### src/design/bitmap_first_fit_region_allocator_assert.svh
// assertion macros for the bitmap first-fit region allocator
// expects clk and rst_n in the scope where a macro is used
`ifndef BITMAP_FIRST_FIT_REGION_ALLOCATOR_ASSERT_SVH
`define BITMAP_FIRST_FIT_REGION_ALLOCATOR_ASSERT_SVH
`ifndef SYNTH
`define BFFRA_ASSERT(lbl, prop) \
    lbl: assert property (@(posedge clk) disable iff (!rst_n) prop) \
        else $error("bffra assertion failed");
`define BFFRA_ASSERT_NEVER(lbl, cond) \
    lbl: assert property (@(posedge clk) disable iff (!rst_n) !(cond)) \
        else $error("bffra forbidden condition seen");
`else
`define BFFRA_ASSERT(lbl, prop)
`define BFFRA_ASSERT_NEVER(lbl, cond)
`endif
`endif

### src/design/bffra_pkg.sv
// shared widths, codes and interface structs of the bitmap allocator
// no dependencies
`timescale 1ns / 1ps

package bffra_pkg;

    localparam int MODE_W       = 2;
    localparam int BYTES_W      = 24;
    localparam int IDX_W        = 10;
    localparam int STATUS_W     = 2;
    localparam int SLOT_W       = 10;
    localparam int BB_W         = 17;
    localparam int NUM_W        = 25;
    localparam int LEN_W        = 11;
    localparam int REGN_W       = 3;
    localparam int REGION_SLOTS = 4;
    localparam int CFG_IDX_W    = 3;
    localparam int CFG_DATA_W   = 17;
    // four regions of at most 2047 blocks each end below 8192
    localparam int SPAN_W       = 13;
    localparam int DIV_CNT_W    = 5;

    typedef enum logic [MODE_W-1:0] {
        MODE_FIND      = 2'd0,
        MODE_MARK_USED = 2'd1,
        MODE_MARK_FREE = 2'd2
    } mode_t;

    typedef enum logic [STATUS_W-1:0] {
        ST_FOUND     = 2'd0,
        ST_NO_ROOM   = 2'd1,
        ST_MARK_DONE = 2'd2
    } status_t;

    typedef enum logic [CFG_IDX_W-1:0] {
        CFG_BLOCK_BYTES = 3'd0,
        CFG_REGIONS     = 3'd1,
        CFG_REGION0     = 3'd2,
        CFG_REGION1     = 3'd3,
        CFG_REGION2     = 3'd4,
        CFG_REGION3     = 3'd5
    } cfg_idx_t;

    typedef struct packed {
        logic             start;
        logic [NUM_W-1:0] dividend;
        logic [BB_W-1:0]  divisor;
    } div_req_t;

    typedef struct packed {
        logic             done;
        logic [NUM_W-1:0] quot;
    } div_rsp_t;

    typedef struct packed {
        logic              start;
        logic [NUM_W-1:0]  need;
        logic [REGN_W-1:0] nreg;
    } scan_req_t;

    typedef struct packed {
        logic              done;
        logic              found;
        logic [SLOT_W-1:0] slot;
    } scan_rsp_t;

endpackage

### src/design/bffra_ram.sv
// generic single-write, single-read ram with registered read data
// no dependencies
`timescale 1ns / 1ps

module bffra_ram #(
    parameter int WIDTH = 1,
    parameter int DEPTH = 1024,
    localparam int AW = (DEPTH > 1) ? $clog2(DEPTH) : 1
) (
    input  logic             clk,
    input  logic             we,
    input  logic [AW-1:0]    waddr,
    input  logic [WIDTH-1:0] wdata,
    input  logic [AW-1:0]    raddr,
    output logic [WIDTH-1:0] rdata
);

    logic [WIDTH-1:0] mem [DEPTH];
    logic [WIDTH-1:0] rdata_reg;

    always_ff @(posedge clk)
    begin
        if (we)
        begin
            mem[waddr] <= wdata;
        end
        rdata_reg <= mem[raddr];
    end

    assign rdata = rdata_reg;

endmodule

### src/design/bffra_div.sv
// bit-serial restoring divider, one quotient bit per cycle
// depends on bffra_pkg
`timescale 1ns / 1ps

module bffra_div (
    input  logic                clk,
    input  logic                rst_n,
    input  bffra_pkg::div_req_t req,
    output bffra_pkg::div_rsp_t rsp
);

    localparam int NW = bffra_pkg::NUM_W;
    localparam int DW = bffra_pkg::BB_W;
    localparam int CW = bffra_pkg::DIV_CNT_W;

    logic          busy_reg;
    logic          done_reg;
    logic [CW-1:0] cnt_reg;
    logic [NW-1:0] num_reg;
    logic [DW-1:0] den_reg;
    logic [DW-1:0] rem_reg;
    logic [DW:0]   rem_sh;
    logic          ge;
    logic [DW-1:0] rem_next;

    always_comb
    begin
        rem_sh   = {rem_reg, num_reg[NW-1]};
        ge       = rem_sh >= {1'b0, den_reg};
        rem_next = ge ? DW'(rem_sh - {1'b0, den_reg}) : rem_sh[DW-1:0];
    end

    always_ff @(posedge clk or negedge rst_n)
    begin
        if (!rst_n)
        begin
            busy_reg <= 1'b0;
            done_reg <= 1'b0;
            cnt_reg  <= '0;
        end
        else
        begin
            done_reg <= busy_reg && !req.start && (cnt_reg == CW'(NW - 1));
            if (req.start)
            begin
                busy_reg <= 1'b1;
                cnt_reg  <= '0;
            end
            else if (busy_reg)
            begin
                cnt_reg <= cnt_reg + CW'(1);
                if (cnt_reg == CW'(NW - 1))
                begin
                    busy_reg <= 1'b0;
                end
            end
        end
    end

    // quotient bits shift in from the right as the dividend shifts out
    always_ff @(posedge clk)
    begin
        if (req.start)
        begin
            num_reg <= req.dividend;
            den_reg <= req.divisor;
            rem_reg <= '0;
        end
        else if (busy_reg)
        begin
            num_reg <= {num_reg[NW-2:0], ge};
            rem_reg <= rem_next;
        end
    end

    assign rsp.done = done_reg;
    assign rsp.quot = num_reg;

endmodule

### src/design/bffra_scan.sv
// serial first-fit scan over the occupancy map, one block per cycle while not moving to the next region
// depends on bffra_pkg; reads the map ram through a registered read port
`timescale 1ns / 1ps

module bffra_scan #(
    parameter int TOTAL_BLOCKS = 1024,
    parameter int MAP_AW       = 10,
    parameter int POS_W        = 13
) (
    input  logic                                                  clk,
    input  logic                                                  rst_n,
    input  bffra_pkg::scan_req_t                                  req,
    input  logic [bffra_pkg::REGION_SLOTS-1:0][bffra_pkg::LEN_W-1:0] region_len,
    output logic [MAP_AW-1:0]                                     rd_addr,
    input  logic                                                  rd_data,
    output bffra_pkg::scan_rsp_t                                  rsp
);

    localparam int LW = bffra_pkg::LEN_W;
    localparam int NW = bffra_pkg::NUM_W;
    localparam int RW = bffra_pkg::REGN_W;
    localparam int SW = bffra_pkg::SLOT_W;

    logic          busy_reg;
    logic [NW-1:0] need_reg;
    logic [RW-1:0] nreg_reg;
    logic [RW-1:0] r_reg;
    logic [LW-1:0] i_reg;
    logic [POS_W-1:0] base_reg;
    logic [LW-1:0] run_reg;
    // read-data stage: the block whose map bit arrives this cycle
    logic          ev_valid_reg;
    logic          ev_first_reg;
    logic          ev_oob_reg;
    logic [POS_W-1:0] ev_pos_reg;
    logic          done_reg;
    logic          found_reg;
    logic [SW-1:0] slot_reg;

    logic [LW-1:0]    len_cur;
    logic             iss_end;
    logic             skip;
    logic [POS_W-1:0] pos_cur;
    logic             blk_busy;
    logic [LW-1:0]    run_base;
    logic [LW-1:0]    run_inc;
    logic             hit;
    logic             miss;
    logic [POS_W-1:0] slot_pos;

    always_comb
    begin
        len_cur  = region_len[r_reg[1:0]];
        iss_end  = (r_reg == nreg_reg);
        skip     = (need_reg > NW'(len_cur)) || (i_reg == len_cur);
        pos_cur  = base_reg + POS_W'(i_reg);
        rd_addr  = pos_cur[MAP_AW-1:0];
        blk_busy = ev_oob_reg | rd_data;
        run_base = ev_first_reg ? '0 : run_reg;
        run_inc  = run_base + LW'(1);
        hit      = ev_valid_reg && !blk_busy && (run_inc == need_reg[LW-1:0]);
        miss     = iss_end && !ev_valid_reg;
        slot_pos = ev_pos_reg + POS_W'(1) - POS_W'(need_reg[LW-1:0]);
    end

    always_ff @(posedge clk or negedge rst_n)
    begin
        if (!rst_n)
        begin
            busy_reg     <= 1'b0;
            ev_valid_reg <= 1'b0;
            done_reg     <= 1'b0;
            found_reg    <= 1'b0;
            slot_reg     <= '0;
            need_reg     <= '0;
            nreg_reg     <= '0;
            r_reg        <= '0;
            i_reg        <= '0;
            base_reg     <= '0;
            run_reg      <= '0;
            ev_first_reg <= 1'b0;
            ev_oob_reg   <= 1'b0;
            ev_pos_reg   <= '0;
        end
        else
        begin
            done_reg <= busy_reg && !req.start && (hit || miss);
            if (req.start)
            begin
                busy_reg     <= 1'b1;
                need_reg     <= req.need;
                nreg_reg     <= req.nreg;
                r_reg        <= '0;
                i_reg        <= '0;
                base_reg     <= '0;
                ev_valid_reg <= 1'b0;
            end
            else if (busy_reg)
            begin
                if (ev_valid_reg)
                begin
                    run_reg <= blk_busy ? '0 : run_inc;
                end
                if (hit)
                begin
                    busy_reg     <= 1'b0;
                    found_reg    <= 1'b1;
                    slot_reg     <= slot_pos[SW-1:0];
                    ev_valid_reg <= 1'b0;
                end
                else if (miss)
                begin
                    busy_reg  <= 1'b0;
                    found_reg <= 1'b0;
                    slot_reg  <= '0;
                end
                else if (iss_end)
                begin
                    ev_valid_reg <= 1'b0;
                end
                else if (skip)
                begin
                    // region too short or finished: move to the next one
                    ev_valid_reg <= 1'b0;
                    base_reg     <= base_reg + POS_W'(len_cur);
                    r_reg        <= r_reg + RW'(1);
                    i_reg        <= '0;
                end
                else
                begin
                    ev_valid_reg <= 1'b1;
                    ev_first_reg <= (i_reg == '0);
                    ev_pos_reg   <= pos_cur;
                    ev_oob_reg   <= pos_cur >= POS_W'(TOTAL_BLOCKS);
                    i_reg        <= i_reg + LW'(1);
                end
            end
        end
    end

    assign rsp.done  = done_reg;
    assign rsp.found = found_reg;
    assign rsp.slot  = slot_reg;

endmodule

### src/design/bitmap_first_fit_region_allocator.sv
// top level of the bitmap first-fit region allocator
// depends on bffra_pkg, bffra_ram, bffra_div, bffra_scan and the assertion header
//
//  channel | signals                                   | direction
//  cfg     | cfg_we, cfg_index, cfg_data               | write only, no stall
//  in      | in_valid/in_ready: mode, message_bytes,   | request
//          |   block_index                             |
//  out     | out_valid/out_ready: status, slot_index   | one result per request
//
// a find first runs the serial divide of the size by the block size, then scans each
// searched region block by block, up to the sum of the region lengths (at most
// 4 x 2047) before out_valid; the single map read port paces the scan.
// a mark goes through the mark state and then the final state.
// one request is in flight at a time.
// after reset the map is cleared block by block before in_ready rises.
// a result that finds the output register still full waits for it to drain.
`include "bitmap_first_fit_region_allocator_assert.svh"
`timescale 1ns / 1ps

module bitmap_first_fit_region_allocator #(
    parameter int TOTAL_BLOCKS = 1024,
    parameter int MAX_REGIONS  = 4
) (
    input  logic                                clk,
    input  logic                                rst_n,
    input  logic                                cfg_we,
    input  logic [bffra_pkg::CFG_IDX_W-1:0]     cfg_index,
    input  logic [bffra_pkg::CFG_DATA_W-1:0]    cfg_data,
    input  logic                                in_valid,
    output logic                                in_ready,
    input  logic [bffra_pkg::MODE_W-1:0]        mode,
    input  logic [bffra_pkg::BYTES_W-1:0]       message_bytes,
    input  logic [bffra_pkg::IDX_W-1:0]         block_index,
    output logic                                out_valid,
    input  logic                                out_ready,
    output logic [bffra_pkg::STATUS_W-1:0]      status,
    output logic [bffra_pkg::SLOT_W-1:0]        slot_index
);

    localparam int MAP_AW = $clog2(TOTAL_BLOCKS);
    localparam int POS_W  = (MAP_AW + 1 > bffra_pkg::SPAN_W) ? MAP_AW + 1 : bffra_pkg::SPAN_W;
    localparam int LW     = bffra_pkg::LEN_W;
    localparam int RW     = bffra_pkg::REGN_W;
    localparam int BW     = bffra_pkg::BB_W;
    localparam int NW     = bffra_pkg::NUM_W;

    typedef enum logic [2:0] {
        S_CLEAR,
        S_IDLE,
        S_DIV,
        S_SCAN,
        S_MARK,
        S_FIN
    } state_t;

    state_t state_reg;

    logic [BW-1:0] block_bytes_reg;
    logic [RW-1:0] regions_reg;
    logic [bffra_pkg::REGION_SLOTS-1:0][LW-1:0] region_len_reg;

    logic [MAP_AW-1:0] clr_reg;
    logic [bffra_pkg::MODE_W-1:0] mode_reg;
    logic [bffra_pkg::IDX_W-1:0]  idx_reg;
    logic [bffra_pkg::STATUS_W-1:0] res_status_reg;
    logic [bffra_pkg::SLOT_W-1:0]   res_slot_reg;
    logic                           out_valid_reg;
    logic [bffra_pkg::STATUS_W-1:0] status_reg;
    logic [bffra_pkg::SLOT_W-1:0]   slot_reg;

    bffra_pkg::div_req_t  div_req;
    bffra_pkg::div_rsp_t  div_rsp;
    bffra_pkg::scan_req_t scan_req;
    bffra_pkg::scan_rsp_t scan_rsp;

    logic              accept;
    logic [BW-1:0]     bb_eff;
    logic [RW-1:0]     nreg_eff;
    logic [POS_W-1:0]  idx_pos;
    logic              idx_in_map;
    logic              ram_we;
    logic [MAP_AW-1:0] ram_waddr;
    logic [0:0]        ram_wdata;
    logic [MAP_AW-1:0] ram_raddr;
    logic [0:0]        ram_rdata;
    logic              div_done;

    always_comb
    begin
        accept   = in_valid && in_ready;
        bb_eff   = (block_bytes_reg == '0) ? BW'(1) : block_bytes_reg;
        if (regions_reg == '0)
        begin
            nreg_eff = RW'(1);
        end
        else if (regions_reg > RW'(MAX_REGIONS))
        begin
            nreg_eff = RW'(MAX_REGIONS);
        end
        else
        begin
            nreg_eff = regions_reg;
        end

        div_req.start    = accept && (mode == bffra_pkg::MODE_FIND);
        div_req.dividend = NW'(message_bytes) + NW'(bb_eff) - NW'(1);
        div_req.divisor  = bb_eff;
        div_done         = div_rsp.done;

        scan_req.start = (state_reg == S_DIV) && div_done && (div_rsp.quot != '0);
        scan_req.need  = div_rsp.quot;
        scan_req.nreg  = nreg_eff;

        idx_pos    = POS_W'(idx_reg);
        idx_in_map = idx_pos < POS_W'(TOTAL_BLOCKS);

        ram_we    = 1'b0;
        ram_waddr = clr_reg;
        ram_wdata = 1'b0;
        case (state_reg)
            S_CLEAR:
            begin
                ram_we = 1'b1;
            end
            S_MARK:
            begin
                ram_we    = idx_in_map && ((mode_reg == bffra_pkg::MODE_MARK_USED) ||
                                           (mode_reg == bffra_pkg::MODE_MARK_FREE));
                ram_waddr = idx_pos[MAP_AW-1:0];
                ram_wdata = (mode_reg == bffra_pkg::MODE_MARK_USED);
            end
            default:
            begin
                ram_we = 1'b0;
            end
        endcase
    end

    assign in_ready = (state_reg == S_IDLE);

    always_ff @(posedge clk or negedge rst_n)
    begin
        if (!rst_n)
        begin
            block_bytes_reg   <= BW'(4096);
            regions_reg       <= RW'(1);
            region_len_reg[0] <= LW'(1024);
            region_len_reg[1] <= '0;
            region_len_reg[2] <= '0;
            region_len_reg[3] <= '0;
        end
        else if (cfg_we)
        begin
            case (cfg_index)
                bffra_pkg::CFG_BLOCK_BYTES: block_bytes_reg   <= cfg_data[BW-1:0];
                bffra_pkg::CFG_REGIONS:     regions_reg       <= cfg_data[RW-1:0];
                bffra_pkg::CFG_REGION0:     region_len_reg[0] <= cfg_data[LW-1:0];
                bffra_pkg::CFG_REGION1:     region_len_reg[1] <= cfg_data[LW-1:0];
                bffra_pkg::CFG_REGION2:     region_len_reg[2] <= cfg_data[LW-1:0];
                bffra_pkg::CFG_REGION3:     region_len_reg[3] <= cfg_data[LW-1:0];
                default:
                begin
                end
            endcase
        end
    end

    always_ff @(posedge clk or negedge rst_n)
    begin
        if (!rst_n)
        begin
            state_reg      <= S_CLEAR;
            clr_reg        <= '0;
            mode_reg       <= '0;
            idx_reg        <= '0;
            res_status_reg <= '0;
            res_slot_reg   <= '0;
            out_valid_reg  <= 1'b0;
            status_reg     <= '0;
            slot_reg       <= '0;
        end
        else
        begin
            // the final state refills the output register itself
            if (out_ready && (state_reg != S_FIN))
            begin
                out_valid_reg <= 1'b0;
            end
            case (state_reg)
                S_CLEAR:
                begin
                    clr_reg <= clr_reg + MAP_AW'(1);
                    if (clr_reg == MAP_AW'(TOTAL_BLOCKS - 1))
                    begin
                        state_reg <= S_IDLE;
                    end
                end
                S_IDLE:
                begin
                    if (accept)
                    begin
                        mode_reg <= mode;
                        idx_reg  <= block_index;
                        state_reg <= (mode == bffra_pkg::MODE_FIND) ? S_DIV : S_MARK;
                    end
                end
                S_DIV:
                begin
                    if (div_done)
                    begin
                        if (div_rsp.quot == '0)
                        begin
                            // empty message lands at the start of region zero
                            res_status_reg <= bffra_pkg::ST_FOUND;
                            res_slot_reg   <= '0;
                            state_reg      <= S_FIN;
                        end
                        else
                        begin
                            state_reg <= S_SCAN;
                        end
                    end
                end
                S_SCAN:
                begin
                    if (scan_rsp.done)
                    begin
                        res_status_reg <= scan_rsp.found ? bffra_pkg::ST_FOUND
                                                         : bffra_pkg::ST_NO_ROOM;
                        res_slot_reg   <= scan_rsp.found ? scan_rsp.slot : '0;
                        state_reg      <= S_FIN;
                    end
                end
                S_MARK:
                begin
                    res_status_reg <= bffra_pkg::ST_MARK_DONE;
                    res_slot_reg   <= '0;
                    state_reg      <= S_FIN;
                end
                S_FIN:
                begin
                    // hold the result until the output register is free
                    if (!out_valid_reg || out_ready)
                    begin
                        out_valid_reg <= 1'b1;
                        status_reg    <= res_status_reg;
                        slot_reg      <= res_slot_reg;
                        state_reg     <= S_IDLE;
                    end
                end
                default:
                begin
                    state_reg <= S_IDLE;
                end
            endcase
        end
    end

    assign out_valid  = out_valid_reg;
    assign status     = status_reg;
    assign slot_index = slot_reg;

    bffra_ram #(
        .WIDTH (1),
        .DEPTH (TOTAL_BLOCKS)
    ) u_map (
        .clk   (clk),
        .we    (ram_we),
        .waddr (ram_waddr),
        .wdata (ram_wdata),
        .raddr (ram_raddr),
        .rdata (ram_rdata)
    );

    bffra_div u_div (
        .clk   (clk),
        .rst_n (rst_n),
        .req   (div_req),
        .rsp   (div_rsp)
    );

    bffra_scan #(
        .TOTAL_BLOCKS (TOTAL_BLOCKS),
        .MAP_AW       (MAP_AW),
        .POS_W        (POS_W)
    ) u_scan (
        .clk        (clk),
        .rst_n      (rst_n),
        .req        (scan_req),
        .region_len (region_len_reg),
        .rd_addr    (ram_raddr),
        .rd_data    (ram_rdata[0]),
        .rsp        (scan_rsp)
    );

    `BFFRA_ASSERT_NEVER(a_map_write_in_scan, (state_reg == S_SCAN) && ram_we)
    `BFFRA_ASSERT(a_div_done_in_div, div_done |-> (state_reg == S_DIV))
    `BFFRA_ASSERT(a_scan_done_in_scan, scan_rsp.done |-> (state_reg == S_SCAN))
    `BFFRA_ASSERT(a_slot_zero_unless_found, (out_valid && (status != bffra_pkg::ST_FOUND)) |-> (slot_index == '0))

endmodule

### config.mk
export PLATFORM = sky130hd
export DESIGN_NAME = bitmap_first_fit_region_allocator
export DESIGN_NICKNAME = d
export VERILOG_FILES = /design/src/design/bffra_pkg.sv /design/src/design/bffra_ram.sv /design/src/design/bffra_div.sv /design/src/design/bffra_scan.sv /design/src/design/bitmap_first_fit_region_allocator.sv
export VERILOG_INCLUDE_DIRS = /design/src /design/src/design
export SDC_FILE = /design/constraint.sdc
export NUM_CORES = 2
export LEC_CHECK = 0
export BUFFER_PORTS_ARGS = -buffer_cell sky130_fd_sc_hd__buf_2
export CORE_MARGIN = 5
export CORE_UTILIZATION = 50
export DETAILED_ROUTE_END_ITERATION = 10
export GPL_TIMING_DRIVEN = 0
export PLACE_DENSITY_LB_ADDON = 0.3
export REMOVE_ABC_BUFFERS = 1
export SYNTH_ARGS = -nofsm -noshare
export SYNTH_HDL_FRONTEND = slang
export SYNTH_HIERARCHICAL = 1
export SYNTH_SLANG_ARGS = --single-unit
### constraint.sdc
create_clock -name clk -period 39 [get_ports clk]
set_clock_uncertainty 0.2 [all_clocks]
set_input_delay 11.7 -clock clk [delete_from_list [all_inputs] [get_ports clk]]
set_output_delay 11.7 -clock clk [all_outputs]
set_load 0.02 [all_outputs]
[After elaboration in Yosys (flattened, before gate mapping)]
Memories as Yosys holds them, arrays and structs flattened. A register that Yosys moved wholly into a read port is not among the register bits.
Cells that the tools add are included.
Operators by class
  add/subtract/negate cells: 12
  magnitude comparators: 5
  equal/unequal tests: 28
  mux-type cells: 73
  bitwise gates (word level): 6
  reduce and logical (&&, ||, !) cells: 50
Operator list (count)
  11-bit two-way mux: 9
  13-bit two-way mux: 6
  10-bit two-way mux: 7
  25-bit two-way mux: 2
  3-bit two-way mux: 15
  17-bit two-way mux: 2
  10-bit one-hot mux with 3 select lines: 1
  13-bit by 11-bit adder with 13-bit output: 2
  24-bit by 17-bit adder with 25-bit output: 1
  25-bit by 11-bit > comparator with 1-bit output: 1
  25-bit zero test: 1
  25-bit nonzero test: 1
  25-bit by 1-bit subtractor with 25-bit output (second input constant): 1
  11-bit by 1-bit adder with 11-bit output (second input constant): 2
  11-bit binary-select mux with 2-bit select: 1
  11-bit equality test: 2
  1-bit two-way mux: 22
  10-bit by 1-bit adder with 10-bit output (second input constant): 2
  18-bit by 17-bit >= comparator with 1-bit output: 1
  3-bit one-hot mux with 6 select lines: 1
  2-bit AND reduction: 9
  17-bit zero test: 1
  17-bit subtractor: 1
  2-bit by 1-bit inequality test with 1-bit output (second input constant): 7
  other kinds (35): 76
Storage, ports and cells
  register bits after elaboration: 272
  memory bits (writable): 1024
  input bits: 61
  output and inout bits: 14
  logic and storage cells: 210
  memories: 1
Memory list
  u_map.mem: words 1024, width 1, read ports 1, clocked after memory_dff 1, write ports 1, line bffra_ram.sv:18  | logic [WIDTH-1:0] mem [DEPTH];

[Logic depth before layout (Yosys ltp)]
  depth after elaboration: 10
  depth in mapped cells: 16
  depth with buffers taken out: 14

[Modules after synthesis]
The synthesis kept the hierarchy.
By module, submodules not included
  bffra_ram: instances 1, cells an instance 3112, area an instance 44656.6 sq um, sequential area each 30769.5 sq um
  bitmap_first_fit_region_allocator: instances 1, cells an instance 644, area an instance 6596.3 sq um, sequential area each 2856.5 sq um
  bffra_scan: instances 1, cells an instance 639, area an instance 6432.4 sq um, sequential area each 2302.2 sq um
  bffra_div: instances 1, cells an instance 324, area an instance 3632.2 sq um, sequential area each 1776.7 sq um

[Worst setup path after synthesis]
OpenSTA, ideal clock, no wires.
  path type: register to register
  start point: reg state_reg[1]
  end point: mem u_map.mem[0] (data pin)
  setup time: 2.886 ns
  arrival time: 13.963 ns
  required time: 35.914 ns
  path slack: 21.951 ns
  cell stages (with the launch flop): 5
  path buffers: 1
  clock period less this slack: 17.049 ns
  path through: dfrtp_1 nand2b_1 nor2_1 buf_2 and2_1
On the way
  word-level cells in the longest chain between the ends: 2
RTL lines
  start: declaration: line bitmap_first_fit_region_allocator.sv:56  | state_t state_reg;
  start signal: assignment: line bitmap_first_fit_region_allocator.sv:204  | state_reg <= (mode == bffra_pkg::MODE_FIND) ? S_DIV : S_MARK;
  3-bit equality test: line bitmap_first_fit_region_allocator.sv:120  | case (state_reg)
  1-bit two-way mux: line bitmap_first_fit_region_allocator.sv:120
  net ram_wdata: line bitmap_first_fit_region_allocator.sv:83  | logic [0:0] ram_wdata;
  end: declaration: line bffra_ram.sv:18
The timed path passes the listed nets, and every way through them passes these cells.

[Final worst setup path]
  start point: reg state_reg[0]
  end point: out in_ready
On the way
  word-level cells in the longest chain between the ends: 1
RTL lines
  3-bit by 1-bit equality test with 1-bit output: line bitmap_first_fit_region_allocator.sv:139  | assign in_ready = (state_reg == S_IDLE);
  end: declaration: line bitmap_first_fit_region_allocator.sv:30  | output logic in_ready,
No other way between the ends.

==> metrics.yaml <==
status:
  status: "completed"
yosys:
  synth_ff_type: "edfxtp_1"
  async_flop_share_pct: 16.4
  synth_cell_type_count: 113
  ys_seq_area_share_pct: 61.5
  synth_edf_count: 1066
  ys_top_cells_by_area: "edfxtp_1 (52%), dfrtp_1 (8.6%), mux4_2 (7.7%)"
  synth_cells: 4719
  avgSynthCellArea_sq_um: 13.0
  netlist_area_sq_mm: 0.0613
  synth_largest_area_cell: "edfxtp_1"
  synth_top_area_share_pct: 52.2
  yosysWarnings: 6
  ys_seq_elements: 1297
sta:
  fmax_mhz: 71.1
  final.min_clock_period_ps: 14060
  slew_headroom_pct: 2.53
  final.setup.tns_ps: 0
  worst_pin_slew_ps: 1460
  worst_hold_slack_ps: 250
  maxSlewViolCount: 0
  fin_ws_ps: 24940
  hold_viol: 0
  setup_violations: 0
  final.period_utilization_pct: 36.0
  rsz0062_at_grt: "no"
route:
  dr.pass1.iters: 6
  wl_per_cell_um: 24.9
  vias_per_cell: 6.14
  vias: 39005
  drt_wl_total_um: 158000
  ant_nets: 0
  drc_errors: 0
  drtIter0Drc: 4629
clocking:
  clkLatencyLatePin_ps: 770
  clk_pin_slew_ps: 60
  cts_sinks: 1297
  cts_root_buf: "clkbuf_16"
  cts_max_level: 4
  cts_tree: "yes"
  postCtsHoldBufs: 0
  clockBufferDepth: 3
  cts_buffers: 136
  cts_resized: 0
  cts_setup_buffers: 0
global_routing:
  grt_max_degree: 114
  grt_pass1_vias: 38162
  grt_pass1_wl_um: 237000
  grt_overflow: 0
  grt_use_total_pct: 23.9
  grt_antenna_before_repair: 2
finish:
  largest_reg_flops: 1024
  final_cell_mix: "nor2_1 (1105), edfxtp_1 (1066), mux4_2 (211)"
  area.growth.synth_to_final_pct: 10.9
  nFillCells: 9809
  seq_area_sq_mm: 0.0377
  multiInputGateArea_sq_mm: 0.0216
  nNetsFinal: 4798
  final_layout_size_suffix_gt1_share_pct: 14.9
  final_common_cell: "nor2_1"
  final_area_sq_mm: 0.0680
critical_path:
  critical_path_arrival_ps: 2160
  rrSetupSlack_ps: 33260
  crit_path_top_delay_cell: "dfrtp_1"
  setup.worst_path.end_class: "output pin"
  crit_type: "flip-flop to output pin"
  cp_slowest_stage_delay_ps: 580
  required_ps: 27100
  path_cells: "nor3b_1 -> buf_2"
  startpoint_type: "flip-flop"
  worstPathMaxFanout: 11
power:
  ir_drop_mv: 0.0470
  p_leak_nw: 23.4
  p_per_area_mw_per_mm2: 53.0
  power_w: 0.00361
placed_design:
  io_buffers: 74
  post-dp-hpwl_um: 94700
  pre_cts_slack_ps: 24200
  post_dp_cell_area_sq_mm: 0.0638
  gp_congestion: 0.831
die:
  io_pins: 75
  std_cell_rows: 128
  dieHeight_um: 360
  core_sq_mm: 0.122
  die-area_sq_mm: 0.130
  start_util_pct: 50.3
  die_x_um: 360
hold_path:
  min_path_type: "flip-flop to flip-flop"
flow_run:
  cap_viol_max_count: 0
[critical path, delay by kind of cell, from the launching register on]
kind | cells | cell delay [ps]
flops | 1 | 580
simple gates | 1 | 550
buf+inv | 1 | 270
[synthesized netlist by cell type, drive strengths merged, types with 12 or more instances]
cell,count
a21o,41
o31ai,17
inv,139
nor4,24
dfxtp,18
xnor2,52
a22o,26
nor2,1105
o22ai,31
mux2,141
buf,152
a31oi,12
nand2b,25
nand3,77
nor2b,34
o221ai,54
and3,20
a211oi,17
xor2,44
o21ai,118
a21oi,88
clkbuf,233
dfrtp,210
mux2i,128
mux4,225
ha,115
edfxtp,1066
nand4,30
nand2,206
and2,16
a22oi,18
nor3,60
[layer usage]
metal / global-route usage, % / vias to the layer above / routed length, um
li1: - / 17090 / -
met1: 32.7 / 19873 / 62900
met2: 39.2 / 1713 / 76300
met3: 4.25 / 329 / 13700
met4: 7.98 / 0 / 5280
met5: 0 / - / 0
[through the flow]
step / util [%] / cells
2_1_floorplan: - / 4334
3_5_place_dp: 52.3 / 6104
4_1_cts: 55.8 / 6350
6_report: 55.8 / 6351
3_3_place_gp: 50.7 / 6033
5_1_grt: 55.8 / 6350
[final timing paths]
path | start | endpoint | depth (start not counted)
worst max register to register | u_scan/i_reg[0] | u_map/rdata | 13
min in group asynchronous | rst_n | u_div/busy_reg | 1
worst max-delay path | state_reg[0] | in_ready | 2
max in group asynchronous | rst_n | u_scan/i_reg[7] | 2
worst min-delay path | u_div/rem_reg[16] | u_div/rem_reg[16] | 2
worst min register to register | u_div/rem_reg[16] | u_div/rem_reg[16] | 2
[logic make-up after synthesis]
kind of cell	synth area share, %
buffers and inverters	3.92
muxes	13.0
DFF	61.5
and+or+nand+nor	11.6
xor gates and xnor gates	1.38
adders and majority gates	2.51
AOI/OAI and AO/OA	6.03
[power by group]
part	total [W]	switching (W)	internal, W
combinational	0.000717	0.000441	0.000276
sequential	0.00164	0.0000629	0.00158
clock	0.00125	0.000535	0.000713
[area by class of cell]
| class | count | share of cell area (%) |
|---|---|---|
| timing repair buffer | 145 | 2.75 |
| clock buffer | 182 | 5.49 |
| tap | 1625 | 2.99 |
| sequential | 1297 | 55.4 |
| inverter | 141 | 0.782 |
| clock inverter | 64 | 0.758 |
| antenna | 1 | 0.00368 |
| multi-input combinational | 2896 | 31.8 |
(Power assumes the default switching activity.)
